### src/rtl/assert_macros.svh
// ----------------------------------------------------------------------------
// assert_macros.svh
// Shared concurrent assertion macros for the frame deframer RTL.
// ----------------------------------------------------------------------------
`ifndef ASSERT_MACROS_SVH
`define ASSERT_MACROS_SVH

// Same-cycle implication, disabled during reset
`define ASSERT_IMPLIES(label, clk, rst, ante, cons, msg) \
   label: assert property (@(posedge clk) disable iff (rst) (ante) |-> (cons)) \
      else $error(msg);

// Next-cycle implication, disabled during reset
`define ASSERT_NEXT(label, clk, rst, ante, cons, msg) \
   label: assert property (@(posedge clk) disable iff (rst) (ante) |=> (cons)) \
      else $error(msg);

// Next-cycle implication that also holds across reset
`define ASSERT_NEXT_ALWAYS(label, clk, ante, cons, msg) \
   label: assert property (@(posedge clk) (ante) |=> (cons)) \
      else $error(msg);

`endif

### src/rtl/wsd_pkg.sv
// ----------------------------------------------------------------------------
// wsd_pkg
// Types and codes shared by the frame deframer modules.
// ----------------------------------------------------------------------------
`default_nettype none

package wsd_pkg;

   // Parser phase codes
   typedef enum logic [2:0] {
      PH_HDR0    = 3'd0,
      PH_HDR1    = 3'd1,
      PH_EXT     = 3'd2,
      PH_MASK    = 3'd3,
      PH_PAYLOAD = 3'd4,
      PH_RAW     = 3'd5,
      PH_DROP    = 3'd6
   } phase_type;

   // Result kinds
   localparam logic [2:0] KIND_PAYLOAD  = 3'd0;
   localparam logic [2:0] KIND_PONG     = 3'd1;
   localparam logic [2:0] KIND_INVALID  = 3'd2;
   localparam logic [2:0] KIND_RAW      = 3'd3;
   localparam logic [2:0] KIND_UNMASKED = 3'd4;

   // Opcodes and length codes
   localparam logic [3:0] OP_CONTINUATION = 4'h0;
   localparam logic [3:0] OP_PING         = 4'h9;
   localparam logic [6:0] LEN_EXT16       = 7'd126;
   localparam logic [6:0] LEN_EXT64       = 7'd127;

   // Remaining header byte counts after the length byte, less one
   localparam logic [2:0] CNT_EXT16 = 3'd1;
   localparam logic [2:0] CNT_EXT64 = 3'd7;
   localparam logic [2:0] CNT_MASK  = 3'd3;

   // One result item from the parser
   typedef struct packed {
      logic       valid;
      logic [2:0] kind;
      logic [7:0] data;
      logic [3:0] opcode;
      logic       fin;
      logic       last;
   } result_type;

endpackage

`default_nettype wire

### src/rtl/wsd_parser.sv
// ----------------------------------------------------------------------------
// wsd_parser
// Frame header/mask/payload state machine; one byte per step, result is
// combinational from the current state and byte.
// ----------------------------------------------------------------------------
`default_nettype none

module wsd_parser (
   input  wire logic               clock,
   input  wire logic               reset,
   input  wire logic               step,
   input  wire logic [7:0]         rx_byte,
   input  wire logic               end_of_buffer,
   output wsd_pkg::result_type     result
);
   import wsd_pkg::*;
`include "assert_macros.svh"

   phase_type   phase_ff, phase_in;
   logic [3:0]  opcode_ff, opcode_in;
   logic        fin_ff, fin_in;
   logic [31:0] length_ff, length_in;
   logic [2:0]  count_ff, count_in;
   logic [31:0] key_ff, key_in;
   logic [31:0] index_ff, index_in;

   logic [3:0]  hdr_op;
   logic        hdr_reserved;
   logic        pay_last;
   logic [7:0]  key_byte;

   // Decode helpers
   assign hdr_op   = rx_byte[3:0];
   assign pay_last = (index_ff == (length_ff - 32'd1));

   always_comb begin
      hdr_reserved = (hdr_op inside {[4'h4:4'h7], [4'hC:4'hF]});
   end

   // Mask key byte, most significant first
   always_comb begin
      case (index_ff[1:0])
         2'd0:    key_byte = key_ff[31:24];
         2'd1:    key_byte = key_ff[23:16];
         2'd2:    key_byte = key_ff[15:8];
         default: key_byte = key_ff[7:0];
      endcase
   end

   // Next state
   always_comb begin
      phase_in  = phase_ff;
      opcode_in = opcode_ff;
      fin_in    = fin_ff;
      length_in = length_ff;
      count_in  = count_ff;
      key_in    = key_ff;
      index_in  = index_ff;
      case (phase_ff)
         PH_HDR1: begin
            if (!rx_byte[7]) begin
               phase_in = end_of_buffer ? PH_HDR0 : PH_DROP;
            end else if (rx_byte[6:0] == LEN_EXT16) begin
               length_in = '0;
               count_in  = CNT_EXT16;
               phase_in  = PH_EXT;
            end else if (rx_byte[6:0] == LEN_EXT64) begin
               length_in = '0;
               count_in  = CNT_EXT64;
               phase_in  = PH_EXT;
            end else begin
               length_in = {25'd0, rx_byte[6:0]};
               count_in  = CNT_MASK;
               phase_in  = PH_MASK;
            end
         end
         PH_EXT: begin
            length_in = {length_ff[23:0], rx_byte};
            if (count_ff == 3'd0) begin
               count_in = CNT_MASK;
               phase_in = PH_MASK;
            end else begin
               count_in = count_ff - 3'd1;
            end
         end
         PH_MASK: begin
            key_in = {key_ff[23:0], rx_byte};
            if (count_ff == 3'd0) begin
               index_in = '0;
               if (length_ff == 32'd0) begin
                  phase_in = end_of_buffer ? PH_HDR0 : PH_DROP;
               end else begin
                  phase_in = PH_PAYLOAD;
               end
            end else begin
               count_in = count_ff - 3'd1;
            end
         end
         PH_PAYLOAD: begin
            if (pay_last) begin
               phase_in = PH_HDR0;
            end else begin
               index_in = index_ff + 32'd1;
            end
         end
         PH_RAW, PH_DROP: begin
            if (end_of_buffer) begin
               phase_in = PH_HDR0;
            end
         end
         default: begin
            opcode_in = hdr_op;
            fin_in    = rx_byte[7];
            if (hdr_reserved) begin
               phase_in = end_of_buffer ? PH_HDR0 : PH_RAW;
            end else if (hdr_op == OP_CONTINUATION || hdr_op == OP_PING) begin
               phase_in = end_of_buffer ? PH_HDR0 : PH_DROP;
            end else begin
               phase_in = PH_HDR1;
            end
         end
      endcase
   end

   // Result item
   always_comb begin
      result        = '0;
      result.kind   = KIND_PAYLOAD;
      result.opcode = opcode_ff;
      result.fin    = fin_ff;
      case (phase_ff)
         PH_HDR1: begin
            if (!rx_byte[7]) begin
               result.valid = 1'b1;
               result.kind  = KIND_UNMASKED;
            end
         end
         PH_PAYLOAD: begin
            if (length_ff > 32'd1) begin
               result.valid = 1'b1;
               result.data  = rx_byte ^ key_byte;
               result.last  = pay_last;
            end
         end
         PH_RAW: begin
            result.valid = 1'b1;
            result.kind  = KIND_RAW;
            result.data  = rx_byte;
            result.last  = end_of_buffer;
         end
         PH_EXT, PH_MASK, PH_DROP: begin
            result.valid = 1'b0;
         end
         default: begin
            result.opcode = hdr_op;
            result.fin    = rx_byte[7];
            if (hdr_reserved) begin
               result.valid = 1'b1;
               result.kind  = KIND_INVALID;
            end else if (hdr_op == OP_PING) begin
               result.valid = 1'b1;
               result.kind  = KIND_PONG;
            end
         end
      endcase
   end

   // State registers
   always_ff @(posedge clock) begin
      if (reset) begin
         phase_ff  <= PH_HDR0;
         opcode_ff <= '0;
         fin_ff    <= 1'b0;
         length_ff <= '0;
         count_ff  <= '0;
         key_ff    <= '0;
         index_ff  <= '0;
      end else if (step) begin
         phase_ff  <= phase_in;
         opcode_ff <= opcode_in;
         fin_ff    <= fin_in;
         length_ff <= length_in;
         count_ff  <= count_in;
         key_ff    <= key_in;
         index_ff  <= index_in;
      end
   end

   // Raw pass-through lasts until the buffer end
   `ASSERT_NEXT(a_raw_holds, clock, reset,
      step && phase_ff == PH_RAW && !end_of_buffer, phase_ff == PH_RAW,
      "raw mode left before buffer end")

   // Final payload byte returns to header parsing
   `ASSERT_NEXT(a_payload_done, clock, reset,
      step && phase_ff == PH_PAYLOAD && pay_last, phase_ff == PH_HDR0,
      "payload end did not return to header")

endmodule

`default_nettype wire

### src/rtl/websocket_frame_deframer.sv
// ----------------------------------------------------------------------------
// websocket_frame_deframer
// Receive-side frame deframer: header decode, mask unmasking, raw and drop
// handling, one byte per cycle while neither channel stalls.
// ----------------------------------------------------------------------------
//
//  channel  dir  handshake          payload
//  req      in   req_valid/stall    rx_byte, end_of_buffer
//  rsp      out  rsp_valid/stall    result_kind, data_byte, frame_opcode,
//                                   final_fragment, last_byte
//
//  One item per cycle sustained while rsp_stall is low; a byte's result reaches
//  the rsp port by way of the input register, then the parser into the result
//  register.
//  Reset clears the parser to header byte zero and empties both registers.
//  rsp_stall holds the result register; the input register still takes one
//  more item, after which req_stall rises until the result moves on.
//
`default_nettype none

module websocket_frame_deframer (
   input  wire logic       clock,
   input  wire logic       reset,
   input  wire logic       req_valid,
   output logic            req_stall,
   input  wire logic [7:0] req_rx_byte,
   input  wire logic       req_end_of_buffer,
   output logic            rsp_valid,
   input  wire logic       rsp_stall,
   output logic [2:0]      rsp_result_kind,
   output logic [7:0]      rsp_data_byte,
   output logic [3:0]      rsp_frame_opcode,
   output logic            rsp_final_fragment,
   output logic            rsp_last_byte
);
   import wsd_pkg::*;
`include "assert_macros.svh"

   logic       in_valid_ff, in_valid_in;
   logic [7:0] in_byte_ff;
   logic       in_eob_ff;
   logic       rsp_valid_ff;
   result_type rsp_ff;
   result_type result;
   logic       out_free;
   logic       fire;
   logic       accept;

   // Handshake control
   assign out_free  = !rsp_valid_ff || !rsp_stall;
   assign fire      = in_valid_ff && out_free;
   assign req_stall = in_valid_ff && !out_free;
   assign accept    = req_valid && !req_stall;

   always_comb begin
      in_valid_in = in_valid_ff;
      if (accept) begin
         in_valid_in = 1'b1;
      end else if (fire) begin
         in_valid_in = 1'b0;
      end
   end

   // Input register
   always_ff @(posedge clock) begin
      if (reset) begin
         in_valid_ff <= 1'b0;
      end else begin
         in_valid_ff <= in_valid_in;
      end
   end

   always_ff @(posedge clock) begin
      if (accept) begin
         in_byte_ff <= req_rx_byte;
         in_eob_ff  <= req_end_of_buffer;
      end
   end

   // Parser
   wsd_parser u_parser (
      .clock         (clock),
      .reset         (reset),
      .step          (fire),
      .rx_byte       (in_byte_ff),
      .end_of_buffer (in_eob_ff),
      .result        (result)
   );

   // Result register
   always_ff @(posedge clock) begin
      if (reset) begin
         rsp_valid_ff <= 1'b0;
      end else if (out_free) begin
         rsp_valid_ff <= fire && result.valid;
      end
   end

   always_ff @(posedge clock) begin
      if (fire && out_free) begin
         rsp_ff <= result;
      end
   end

   assign rsp_valid          = rsp_valid_ff;
   assign rsp_result_kind    = rsp_ff.kind;
   assign rsp_data_byte      = rsp_ff.data;
   assign rsp_frame_opcode   = rsp_ff.opcode;
   assign rsp_final_fragment = rsp_ff.fin;
   assign rsp_last_byte      = rsp_ff.last;

   // A blocked item in the input register is kept
   `ASSERT_NEXT(a_in_kept, clock, reset,
      in_valid_ff && !out_free, in_valid_ff,
      "queued item lost while output blocked")

   // Reset empties the result register
   `ASSERT_NEXT_ALWAYS(a_reset_empty, clock, reset, !rsp_valid,
      "result valid right after reset")

endmodule

`default_nettype wire

### config.mk
export PLATFORM = sky130hd
export DESIGN_NAME = websocket_frame_deframer
export DESIGN_NICKNAME = d
export VERILOG_FILES = /design/src/rtl/wsd_pkg.sv /design/src/rtl/wsd_parser.sv /design/src/rtl/websocket_frame_deframer.sv
export VERILOG_INCLUDE_DIRS = /design/src /design/src/rtl
export SDC_FILE = /design/constraint.sdc
export NUM_CORES = 1
export LEC_CHECK = 0
export BUFFER_PORTS_ARGS = -buffer_cell sky130_fd_sc_hd__buf_2
export CORE_MARGIN = 3
export CORE_UTILIZATION = 45
export CTS_BUF_LIST = sky130_fd_sc_hd__clkbuf_4 sky130_fd_sc_hd__clkbuf_8
export DETAILED_ROUTE_END_ITERATION = 7
export PLACE_DENSITY = 0.69
export RECOVER_POWER = 100
export SLEW_MARGIN = 15
export SYNTH_ARGS = -nofsm -noshare
export SYNTH_HDL_FRONTEND = slang
export SYNTH_SLANG_ARGS = --single-unit
### constraint.sdc
create_clock -name clock -period 5.3 [get_ports clock]
set_clock_uncertainty 0.1 [all_clocks]
set_input_delay 1.06 -clock clock [delete_from_list [all_inputs] [get_ports clock]]
set_output_delay 1.06 -clock clock [all_outputs]
set_load 0.01 [all_outputs]
=== After elaboration in Yosys (flattened, before gate mapping) ===
Cells that the tools add are included.

* Register bits: 135
* Input port bits: 13
* Output and inout port bits: 19
* Word-level logic and storage cells: 117

* Add/subtract/negate cells: 3
* Order comparisons: 5
* Equal/unequal tests: 19
* Muxes and demuxes: 40
* Bitwise gates (word level): 2
* Reduce and logical (&&, ||, !) cells: 32

{| class="wikitable"
|+ Operators by type and width
! operator !! number
|-
| 2-to-1 mux 32 bit || 4
|-
| one-hot mux 32 bit (2 select lines) || 2
|-
| 2-to-1 mux 3 bit || 16
|-
| adder 32 x 1 -> 32 bit, second input constant || 1
|-
| == test 32 bit || 1
|-
| greater-than comparator 32 x 1 -> 1 bit, second input constant || 1
|-
| logical NOT 32 bit || 1
|-
| subtractor 32 x 1 -> 32 bit, second input constant || 1
|-
| one-hot mux 8 bit (3 select lines) || 1
|-
| one-hot mux 3 bit (3 select lines) || 2
|-
| one-hot mux 8 bit (2 select lines) || 1
|-
| one-hot mux 3 bit (5 select lines) || 1
|-
| == test 7 bit, second input constant || 2
|-
| 2-to-1 mux 4 bit || 3
|-
| == test 3 bit, second input constant || 3
|-
| 2-to-1 mux 8 bit || 1
|-
| inequality test 2 bit, second input constant || 4
|-
| AND reduction 4 bit || 2
|-
| nonzero test 2 bit || 4
|-
| XOR 8 bit || 1
|-
| logical AND 1 bit || 7
|-
| 2-to-1 mux 7 bit || 1
|-
| == test 3 x 2 -> 1 bit, second input constant || 2
|-
| inequality test 2 x 1 -> 1 bit, second input constant || 3
|-
| other kinds (27) || 36
|}

=== Depth between registers and ports, before layout ===
Gate-level depths: netlist of the first run.

* Depth after elaboration: 7
* Gate-level depth with buffers: 14
* Mapped depth without buffers: 11

=== Modules after synthesis ===
A second synthesis of the first run with hierarchy kept.

* Cell total of the unflattened synthesis: 873
* Area, all modules: 7160.6 sq um

{| class="wikitable"
|+ Modules (own cells, without submodules)
! module !! instances !! cells an instance !! area each (sq um) !! seq. area each (sq um)
|-
| wsd_parser || 1 || 837 || 6291.0 || 2142.1
|-
| websocket_frame_deframer || 1 || 36 || 869.6 || 820.8
|}

=== Worst setup path before layout of the first run ===
No wires, ideal clock.

* Path type: register to register
* Start: reg u_parser.length_ff[0]
* End: reg u_parser.index_ff[24]
* Setup time: 0.070 ns
* Arrival time: 3.747 ns
* Required time: 5.130 ns
* Setup slack: 1.383 ns
* Stages on the path, launching flop included: 14
* Buffers on the path: 2
* Period minus slack after synthesis: 3.917 ns
* Path through: dfxtp_1 inv_1 ha_1 nor3b_1 nand4_1 or4_1 a31o_1 a2111o_1 or4_4 a21boi_4 buf_6 buf_6 o31ai_1 a21oi_1

* Cells in the longest elaborated chain, start to end: 4

{| class="wikitable"
|+ RTL lines
! what !! RTL line !! source
|-
| from (decl) || wsd_parser.sv:22 || <nowiki>logic [31:0] length_ff, length_in;</nowiki>
|-
| from (signal assigned) || wsd_parser.sv:182 || <nowiki>length_ff <= length_in;</nowiki>
|-
| subtractor 32 x 1 -> 32 bit || wsd_parser.sv:34 || <nowiki>assign pay_last = (index_ff == (length_ff - 32'd1));</nowiki>
|-
| == test 32 bit || wsd_parser.sv:34 ||
|-
| inequality test 2 bit (no line) || -- ||
|-
| AND reduction 4 bit (no line) || -- ||
|-
| to (signal assigned) || wsd_parser.sv:185 || <nowiki>index_ff <= index_in;</nowiki>
|-
| to (decl) || wsd_parser.sv:25 || <nowiki>logic [31:0] index_ff, index_in;</nowiki>
|}

No other way between the ends.
A chain may end at the register's enable or synchronous reset.

=== Final worst setup path of the first run ===
* Start: reg u_parser.length_ff[16]
* End: reg u_parser.index_ff[28]

Same word-level chain as after synthesis.

==> flow_summary.yaml, run 1 <==
yosys:
  async_flop_share_pct: 0
  yosys_warnings: 0
  synth_fp_nets: 887
  ys_ff_latch: 135
  synth_top_family_by_area: "simple AND/OR/NAND/NOR gates"
  ys_seq_area_share_pct: 41.9
  yosys.area_share.xor_xnor_pct: 4.96
  yosys.area_share.simple_pct: 25.6
  synth.avg_cell_area_sq_um: 8.16
  syn_inst: 866
  synth_compound_area_share_pct: 19.8
  synth_adder_area_share_pct: 1.42
  yosys-mux-area-fraction_pct: 1.42
  synthFlopType: "dfxtp_1"
  synth_edf_count: 26
  synth_cell_types: 65
  syn-cell-area_sq_mm: 0.00707
critical_path:
  crit_arrival_ns: 4.63
  path_max_fanout: 61
  reg2reg_depth: 10
  critPathKind: "reg2reg"
  worstReg2RegStart: "u_parser.length_ff[16]"
  endpoint_kind: "flop"
  cp-start-kind: "flop"
  rrSetupSlack_ns: 0.90
  required_ns: 5.53
  timing.rr.end: "u_parser.index_ff[28]"
clock_tree:
  cts_root_buf: "clkbuf_8"
  cts_tree: "built"
  cts-htree-levels: 4
  cts_buffer_depth: 2
  hold_buffers: 0
  clk-insertion-delay-late_ns: 0.45
  clk_pin_slew_ns: 0.09
  cts_setup_buffers: 0
  cts_buffers: 17
  numClockSinks: 135
  cts_resized: 0
cells_and_area:
  layout-drive-gt1-share_pct: 6.98
  antenna_cells: 0
  fin_area_sq_mm: 0.00768
  final_common_cell: "nand2_1"
  syn_to_final_growth_pct: 8.68
  fillers: 1450
  final_cell_mix: "nand2_1 (129), dfxtp_1 (109), a21oi_1 (90)"
  finalNetCount: 882
grt:
  antenna_found_initial: 0
  track_usage_pct: 20.1
  grt_max_degree: 79
  grt_pass1_wl_um: 28900
  grt-ovfl-total: 0
  grt_pass1_vias: 5770
sta:
  finalSetupViolCount: 0
  relSlewSlack_pct: -136
  setup_tns_ns: 0
  hold_violations: 0
  grt_setup_unrepaired: "no"
  post-route-period-util_pct: 83.0
  layout_setup_ws_ns: 0.900
  max_freq_mhz: 227
  period_needed_ns: 4.40
  drv_slew: 79
  tightest_slew_ns: 3.54
routing:
  vias: 6422
  wl_um: 17700
  drtPass1Iterations: 5
  viasPerCell: 5.92
  ant_nets: 0
  initialDrtViolationCount: 830
  wire_per_inst_um: 16.3
  drc_errors: 0
min_path:
  whs_path_depth: 2
  hold_class: "reg2reg"
  hold_start: "u_parser.key_ff[27]"
  holdPathEnd: "u_parser.key_ff[27]"
power_and_ir_drop:
  p_leak_nw: 2.67
  peakVddDrop_v: 0.000240
  p_per_area_mw_per_mm2: 280
floorplan:
  die_h_um: 131
  fp.dieW_um: 131
  boundaryPins: 32
  core-area_sq_mm: 0.0153
  rows: 45
  dieArea_sq_mm: 0.0172
  start_util_pct: 46.3
placed_design:
  io_buffers: 31
  place_area_sq_mm: 0.00730
  pre_cts_slack_ns: 1.06
  place_congestion: 0.904
  hpwl_um: 12000
run_status:
  status: "complete, but fails checks"
  violations: "capacitance limit, slew limit"
flow_run:
  maxCapViolCount: 1
-- power breakdown --
part | internal, mW | switching [mW]
registers | 1.06 | 0.0227
logic | 0.0492 | 0.0969
clock network | 0.453 | 0.464
-- worst max-delay path by stage --
stage	from	end	slack [ns]	depth (start not counted)
floorplan	u_parser.length_ff[0]	u_parser.index_ff[24]	1.38	13
global placement	u_parser.length_ff[16]	u_parser.index_ff[28]	1.11	10
detailed placement	u_parser.length_ff[16]	u_parser.index_ff[28]	1.06	10
CTS	u_parser.length_ff[16]	u_parser.index_ff[28]	1.03	10
global route	reset	u_parser.index_ff[30]	0.56	5
finish	u_parser.length_ff[16]	u_parser.index_ff[28]	0.90	10
-- cell type report --
class                   count  area (sq um)  area share (%)
inverters                  17          63.8           0.831
clock inverters            14           173            2.25
well taps                 211           264            3.44
multi-input cells         648          3760            49.0
repair buffers             42           205            2.67
clock buffers              18           248            3.23
flip-flops and latches    135          2960            38.6
-- synthesized netlist by cell type, types with 5 or more instances --
cell,count,share of area (%)
nand2_1,129,6.9
dfxtp_1,109,31
a21oi_1,90,6.4
nor2_1,77,4.1
clkbuf_1,56,3.0
nand3_1,37,2.6
a22oi_1,26,2.8
edfxtp_1,26,11
or4_1,24,2.5
xnor2_1,23,2.9
o31ai_1,20,2.1
o21ai_0,19,1.3
nor3_1,18,1.3
or3_1,18,1.6
xor2_1,17,2.1
inv_1,14,0.74
nand4_1,14,1.2
o21ai_1,14,0.99
and3_1,13,1.2
nor4_1,12,1.1
mux2i_1,10,1.4
a222oi_1,8,1.1
ha_1,8,1.4
a21o_1,6,0.64
and2_1,5,0.44
-- cells by family (layout without fill, tap and decap cells) --
family / Yosys count / count (layout)
AND/OR/NAND/NOR: 371 / 371
AO/OA/AOI/OAI: 219 / 219
flip-flops: 135 / 135
buffers and inverters: 83 / 91
XOR/XNOR: 40 / 40
multiplexers: 10 / 10
adder cells (fa/ha/maj): 8 / 8
-- through the flow --
step	hold slack, ns	cells	utilization (%)	total power, mW
after floorplan	0.336	866	-	1.22
after global placement	0.342	1053	47.8	1.26
after global routing	0.388	1085	50.3	2.23
after CTS	0.359	1085	50.6	2.16
after detailed placement	0.346	1053	47.8	1.26
final	0.357	1085	50.3	2.15
-- registers in the layout, summed over array words and instances (netlist names), 3 cells and up --
name and flops:
u_parser.opcode_ff 4, rsp_frame_opcode 4, u_parser.count_ff 3, u_parser.length_ff 32, rsp_data_byte 8, in_byte_ff 8, rsp_result_kind 3, u_parser.index_ff 32
u_parser.key_ff 32, u_parser.phase_ff 3
-- layer usage --
layer	GRT usage (%)	share of wire (%)	wire, um
met1	29.0	48	8430
met2	30.7	45	7960
met3	4.17	5.8	1030
met4	5.19	1.5	261
met5	0	0	0
-- critical path, stage by stage, from the launching register on --
cell and delay (ns):
dfxtp_1 0.39, or4_4 0.59, or3b_4 0.44, or4_1 0.54, a31o_1 0.24, a2111o_1 0.40, or4_1 0.62, a21boi_4 0.19
buf_4 0.44, nor4_1 0.15, mux2i_1 0.16
Note: power is estimated with default switching activity, not from simulation.
==> inputs of run 2 (changes only) <==
Settings changed: ABC_AREA set to 1, PLACE_DENSITY 0.69 to 0.72.
Clock period 5.3 ns to 3.8 ns, I/O delays scaled along.
==> run 2 against run 1 <==
  * The run now ends clean
  * Area after synthesis is 12% higher
  * Wire length is 18% higher
  * Critical path depth is 9 higher
  * Register-to-register slack worse by 0.44 ns
  * Clock power is 49% higher
  * Largest cell class unchanged
  * Via count is 16% higher
  * Synthesized cell count is 35% higher
==> flow_summary.yaml, run 2 <==
clock_tree:
  cts_root_buf: "clkbuf_8"
  numClockSinks: 135
  cts-htree-levels: 4
  cts_setup_buffers: 0
  hold_buffers: 0
  cts_resized: 0
  cts_buffer_depth: 2
  cts_buffers: 17
  cts_tree: "built"
  clk_pin_slew_ns: 0.08
  clk-insertion-delay-late_ns: 0.47
grt:
  grt_max_degree: 68
  met2_usage_pct: 33.1
  grt_pass1_vias: 6828
  grt_pass1_wl_um: 34700
  antenna_found_initial: 0
  met3_usage_pct: 4.03
  track_usage_pct: 21.7
  busiest_layer: "met2"
  grt-ovfl-total: 0
  use_met1_pct: 31.4
cells_and_area:
  fillers: 1726
  final_common_cell: "nand2_1"
  largestRegisters: "u_parser.index_ff: 32 flops, u_parser.key_ff: 32 flops, u_parser.length_ff: 32 flops"
  final_cells: 1406
  final_cell_mix: "nand2_1 (295), nor2_1 (192), dfxtp_1 (109)"
  layout-drive-gt1-share_pct: 7.17
  syn_to_final_growth_pct: 7.81
  finalNetCount: 1194
  antenna_cells: 0
yosys:
  synthFlopType: "dfxtp_1"
  synth_edf_count: 26
  synth.area.top_cells: "dfxtp_1 (27%), nand2_1 (14%), edfxtp_1 (9.8%), nor2_1 (9.1%), a21oi_1 (5.6%)"
  ys_seq_area_share_pct: 37.3
  async_flop_share_pct: 0
  yosysTopAreaCellShare_pct: 27.5
  yosysMostFrequentCell: "nand2_1"
  synth_top_family_by_area: "simple AND/OR/NAND/NOR gates"
  yosys-mux-area-fraction_pct: 0
  yosys.area_share.xor_xnor_pct: 6.62
  synth_adder_area_share_pct: 1.26
  synth_area_leader_cell: "dfxtp_1"
  syn-cell-area_sq_mm: 0.00794
  yosys_warnings: 0
  synth.avg_cell_area_sq_um: 6.78
  synth_cell_types: 37
  synth_fp_nets: 1191
  yosys.area_share.simple_pct: 34.1
  synth_compound_area_share_pct: 13.2
  ys_ff_latch: 135
  syn_inst: 1170
  synth_common_cells: "nand2_1 (287), nor2_1 (193), dfxtp_1 (109)"
placed_design:
  place_congestion: 0.937
  hpwl_um: 15000
  pre_cts_slack_ns: 0.572
  dpl.cell_count: 1374
  io_buffers: 31
critical_path:
  critPathKind: "reg2reg"
  rrSetupSlack_ns: 0.46
  crit_arrival_ns: 3.54
  path_max_fanout: 33
  cp-start-kind: "flop"
  endpoint_kind: "flop"
  required_ns: 4.00
sta:
  max_freq_mhz: 300
  relSlewSlack_pct: 0.728
  post-route-period-util_pct: 87.8
  grt_setup_unrepaired: "no"
  setup_tns_ns: 0
  holdWs_ns: 0.356
  finalSetupViolCount: 0
  period_needed_ns: 3.34
  layout_setup_ws_ns: 0.465
  drv_slew: 0
  tightest_slew_ns: 1.49
  hold_violations: 0
routing:
  wire_per_inst_um: 14.8
  vias: 7456
  drc_errors: 0
  viasPerCell: 5.30
  ant_nets: 0
  drtPass1Iterations: 7
  wl_um: 20800
  initialDrtViolationCount: 793
floorplan:
  start_util_pct: 46.9
  rows: 47
  core-area_sq_mm: 0.0169
  die_h_um: 139
  boundaryPins: 32
  fp.dieW_um: 139
  dieArea_sq_mm: 0.0193
power_and_ir_drop:
  p_per_area_mw_per_mm2: 390
  peakVddDrop_v: 0.000227
  p_leak_nw: 3.46
run_status:
  status: "completed"
flow_run:
  maxCapViolCount: 0
min_path:
  hold_class: "reg2reg"
-- run 2: logic make-up (layout without fill, tap and decap cells) --
logic type,after synthesis,in the layout
buf+inv,146,162
xor+xnor,60,60
flops,135,135
simple gates,630,630
fa+ha+maj,8,8
compound gates,191,191
-- run 2: layout make-up --
cell class / count / area (sq um) / area share, %
inverters: 91 / 342 / 3.99
clock inverters: 13 / 191 / 2.24
well taps: 220 / 275 / 3.22
flip-flops and latches: 135 / 2960 / 34.6
repair buffers: 39 / 179 / 2.09
clock buffers: 19 / 255 / 2.98
multi-input cells: 889 / 4350 / 50.8
-- run 2: through the flow --
step / util [%] / power (mW) / cell area [sq um]
floorplan: - / 1.90 / 7940
global placement: 48.3 / 2.00 / 8180
detailed placement: 48.3 / 2.00 / 8180
CTS: 51.0 / 3.36 / 8630
global route: 50.5 / 3.49 / 8550
finish: 50.5 / 3.33 / 8550
-- run 2: worst max-delay path, stage by stage, from the launching register on --
cell	delay (ns)
dfxtp_1	0.35
inv_1	0.17
ha_1	0.27
nand2_4	0.10
nor2_4	0.27
nand2_2	0.11
nand2_1	0.07
nand2_1	0.07
nor2_1	0.10
nand2_1	0.09
nor2_1	0.11
nand3_1	0.13
nor2_1	0.14
nand2_1	0.11
nand2_1	0.15
nand2_4	0.24
nand2_4	0.39
nand2_1	0.09
nand2_1	0.07
nor2_1	0.04
-- run 2: final timing paths --
path                               from                     to  cells after the start
hold / removal    u_parser.opcode_ff[2]  u_parser.opcode_ff[2]                      2
hold reg to reg   u_parser.opcode_ff[2]  u_parser.opcode_ff[2]                      2
setup reg to reg  u_parser.length_ff[0]   u_parser.index_ff[1]                     19
setup / recovery  u_parser.length_ff[0]   u_parser.index_ff[1]                     19
-- run 2: layer usage --
layer	share of wire (%)	vias up
li1	-	3803
met1	48	3398
met2	45	221
met3	5.8	34
met4	1.9	0
met5	0	-
-- run 2: where the power goes --
group          internal [mW]  leakage (nW)  switching, mW
logic                  0.138          2.09          0.306
clock network          0.750         0.231          0.616
registers               1.50          1.13         0.0290
==> inputs of run 3 (changes only) <==
==> constraint.sdc (replaced) <==
create_clock -name clock -period 3.8 [get_ports clock]
set_clock_uncertainty 0.1 [all_clocks]
set_input_delay 0.19 -clock clock [delete_from_list [all_inputs] [get_ports clock]]
set_output_delay 0.19 -clock clock [all_outputs]
set_load 0.01 [all_outputs]
==> run 3 against run 2 <==
  * Maximum frequency rose by 1.4%
  * Cell count up 0.71%
  * Register-to-register slack improved by 0.04 ns
  * Utilization increased by 0.37 points
  * Combinational power increased by 2%
  * Die area stayed put
  * Sequential share of layout area down 0.25 points
  * Critical path depth is the same
  * Power is 4.3% lower
  * Non-clock buffer count is 10 higher
  * Worst setup slack improved by 0.045 ns
==> flow_summary.yaml, run 3 (synthesized netlist as in run 2, its figures left out) <==
routing:
  ant_nets: 0
  wl_um: 21200
  wire_per_inst_um: 15.0
  vias: 7505
  drc_errors: 0
  viasPerCell: 5.30
  initialDrtViolationCount: 867
  drtPass1Iterations: 5
clock_tree:
  cts_buffers: 17
  numClockSinks: 135
  clk_pin_slew_ns: 0.08
  cts_tree: "built"
  cts-htree-levels: 4
  clk-insertion-delay-late_ns: 0.47
  cts_root_buf: "clkbuf_8"
  cts_buffer_depth: 2
  cts_resized: 0
cells_and_area:
  fin_area_sq_mm: 0.00862
  antenna_cells: 0
  final_common_cell: "nand2_1"
  fillers: 1712
  ff_latch_area_sq_mm: 0.00296
  finalNetCount: 1204
  layout-drive-gt1-share_pct: 7.02
  largestRegisters: "u_parser.index_ff: 32 flops, u_parser.key_ff: 32 flops, u_parser.length_ff: 32 flops"
  syn_to_final_growth_pct: 8.59
  multi_input_area_sq_mm: 0.00435
  final_core_util_pct: 50.9
  final_cell_mix: "nand2_1 (296), nor2_1 (192), dfxtp_1 (109)"
  final_cells: 1416
floorplan:
  boundaryPins: 32
  dieArea_sq_mm: 0.0193
  start_util_pct: 46.9
  core-area_sq_mm: 0.0169
  die_h_um: 139
  rows: 47
  fp.dieW_um: 139
sta:
  grt_setup_unrepaired: "no"
  tightest_slew_ns: 1.16
  drv_slew: 0
  hold_violations: 0
  setup_tns_ns: 0
  max_freq_mhz: 304
  relSlewSlack_pct: 22.6
  finalSetupViolCount: 0
  layout_setup_ws_ns: 0.510
  period_needed_ns: 3.29
  post-route-period-util_pct: 86.6
power_and_ir_drop:
  peakVddDrop_v: 0.000206
  p_per_area_mw_per_mm2: 370
  p_leak_nw: 3.47
placed_design:
  place_area_sq_mm: 0.00818
  io_buffers: 31
  dpl.cell_count: 1373
  pre_cts_slack_ns: 0.570
  hpwl_um: 15000
  place_congestion: 0.949
critical_path:
  worstReg2RegStart: "u_parser.length_ff[0]"
  critPathKind: "reg2reg"
  cp-startpoint: "u_parser.length_ff[0]"
  endpoint_kind: "flop"
  cp-start-kind: "flop"
  crit_arrival_ns: 3.52
  path_max_fanout: 33
  required_ns: 4.03
grt:
  track_usage_pct: 21.9
  antenna_found_initial: 0
  grt_pass1_vias: 6854
  grt_max_degree: 68
  grt_pass1_wl_um: 34800
  grt-ovfl-total: 0
run_status:
  status: "completed"
min_path:
  hold_start: "reset"
  hold_class: "in2reg"
flow_run:
  maxCapViolCount: 0
-- run 3: cell type report --
cell class / instances / area share, %
sequential: 135 / 34.4
clock buffer: 19 / 2.96
tap: 220 / 3.19
inverter: 91 / 3.96
clock inverter: 13 / 1.71
multi-input combinational: 889 / 50.5
timing repair buffer: 49 / 3.30
-- run 3: metal layers --
metal	track usage [%]	wire [um]	part of all wire [%]	up-vias
met3	4.38	1280	6.0	45
met5	0	0	0	-
li1	-	-	-	3818
met4	7.88	450	2.1	0
met1	31.4	10100	48	3401
met2	32.8	9410	44	241
-- run 3: timing repair --
action                                 CTS  global route
setup buffers                            0             0
endpoints found under the hold margin   11             0
hold buffers                            11             0
-- run 3: final timing paths --
check | cells after the start | to | slack, ns
worst max-delay path | 19 | u_parser.index_ff[1] | 0.51
worst min-delay path | 3 | u_parser.index_ff[1] | 0.31
worst max register to register | 19 | u_parser.index_ff[1] | 0.51
worst min register to register | 2 | u_parser.fin_ff | 0.36
-- run 3: critical path: stages (launching register included) --
cell and delay [ns]:
dfxtp_1 0.34, inv_1 0.15, ha_1 0.25, nand2_4 0.10, nor2_4 0.27, nand2_1 0.15
nand2_1 0.08, nand2_1 0.08, nor2_1 0.11, nand2_1 0.08, nor2_1 0.10, nand3_1 0.10
nor2_1 0.13, nand2_1 0.11, nand2_1 0.15, nand2_4 0.24, nand2_4 0.40, nand2_1 0.10
nand2_1 0.07, nor2_1 0.03
-- run 3: where the power goes --
group / internal [mW] / switching (mW)
Combinational: 0.144 / 0.309
Clock: 0.614 / 0.598
Sequential: 1.50 / 0.0291
-- run 3: per-stage QoR --
| step | hold WS, ns | total power, mW |
|---|---|---|
| global placement | 0.267 | 2.00 |
| global route | 0.327 | 3.32 |
| finish | 0.309 | 3.19 |
| floorplan | 0.189 | 1.90 |
| detailed placement | 0.269 | 2.00 |
| CTS | 0.290 | 3.21 |
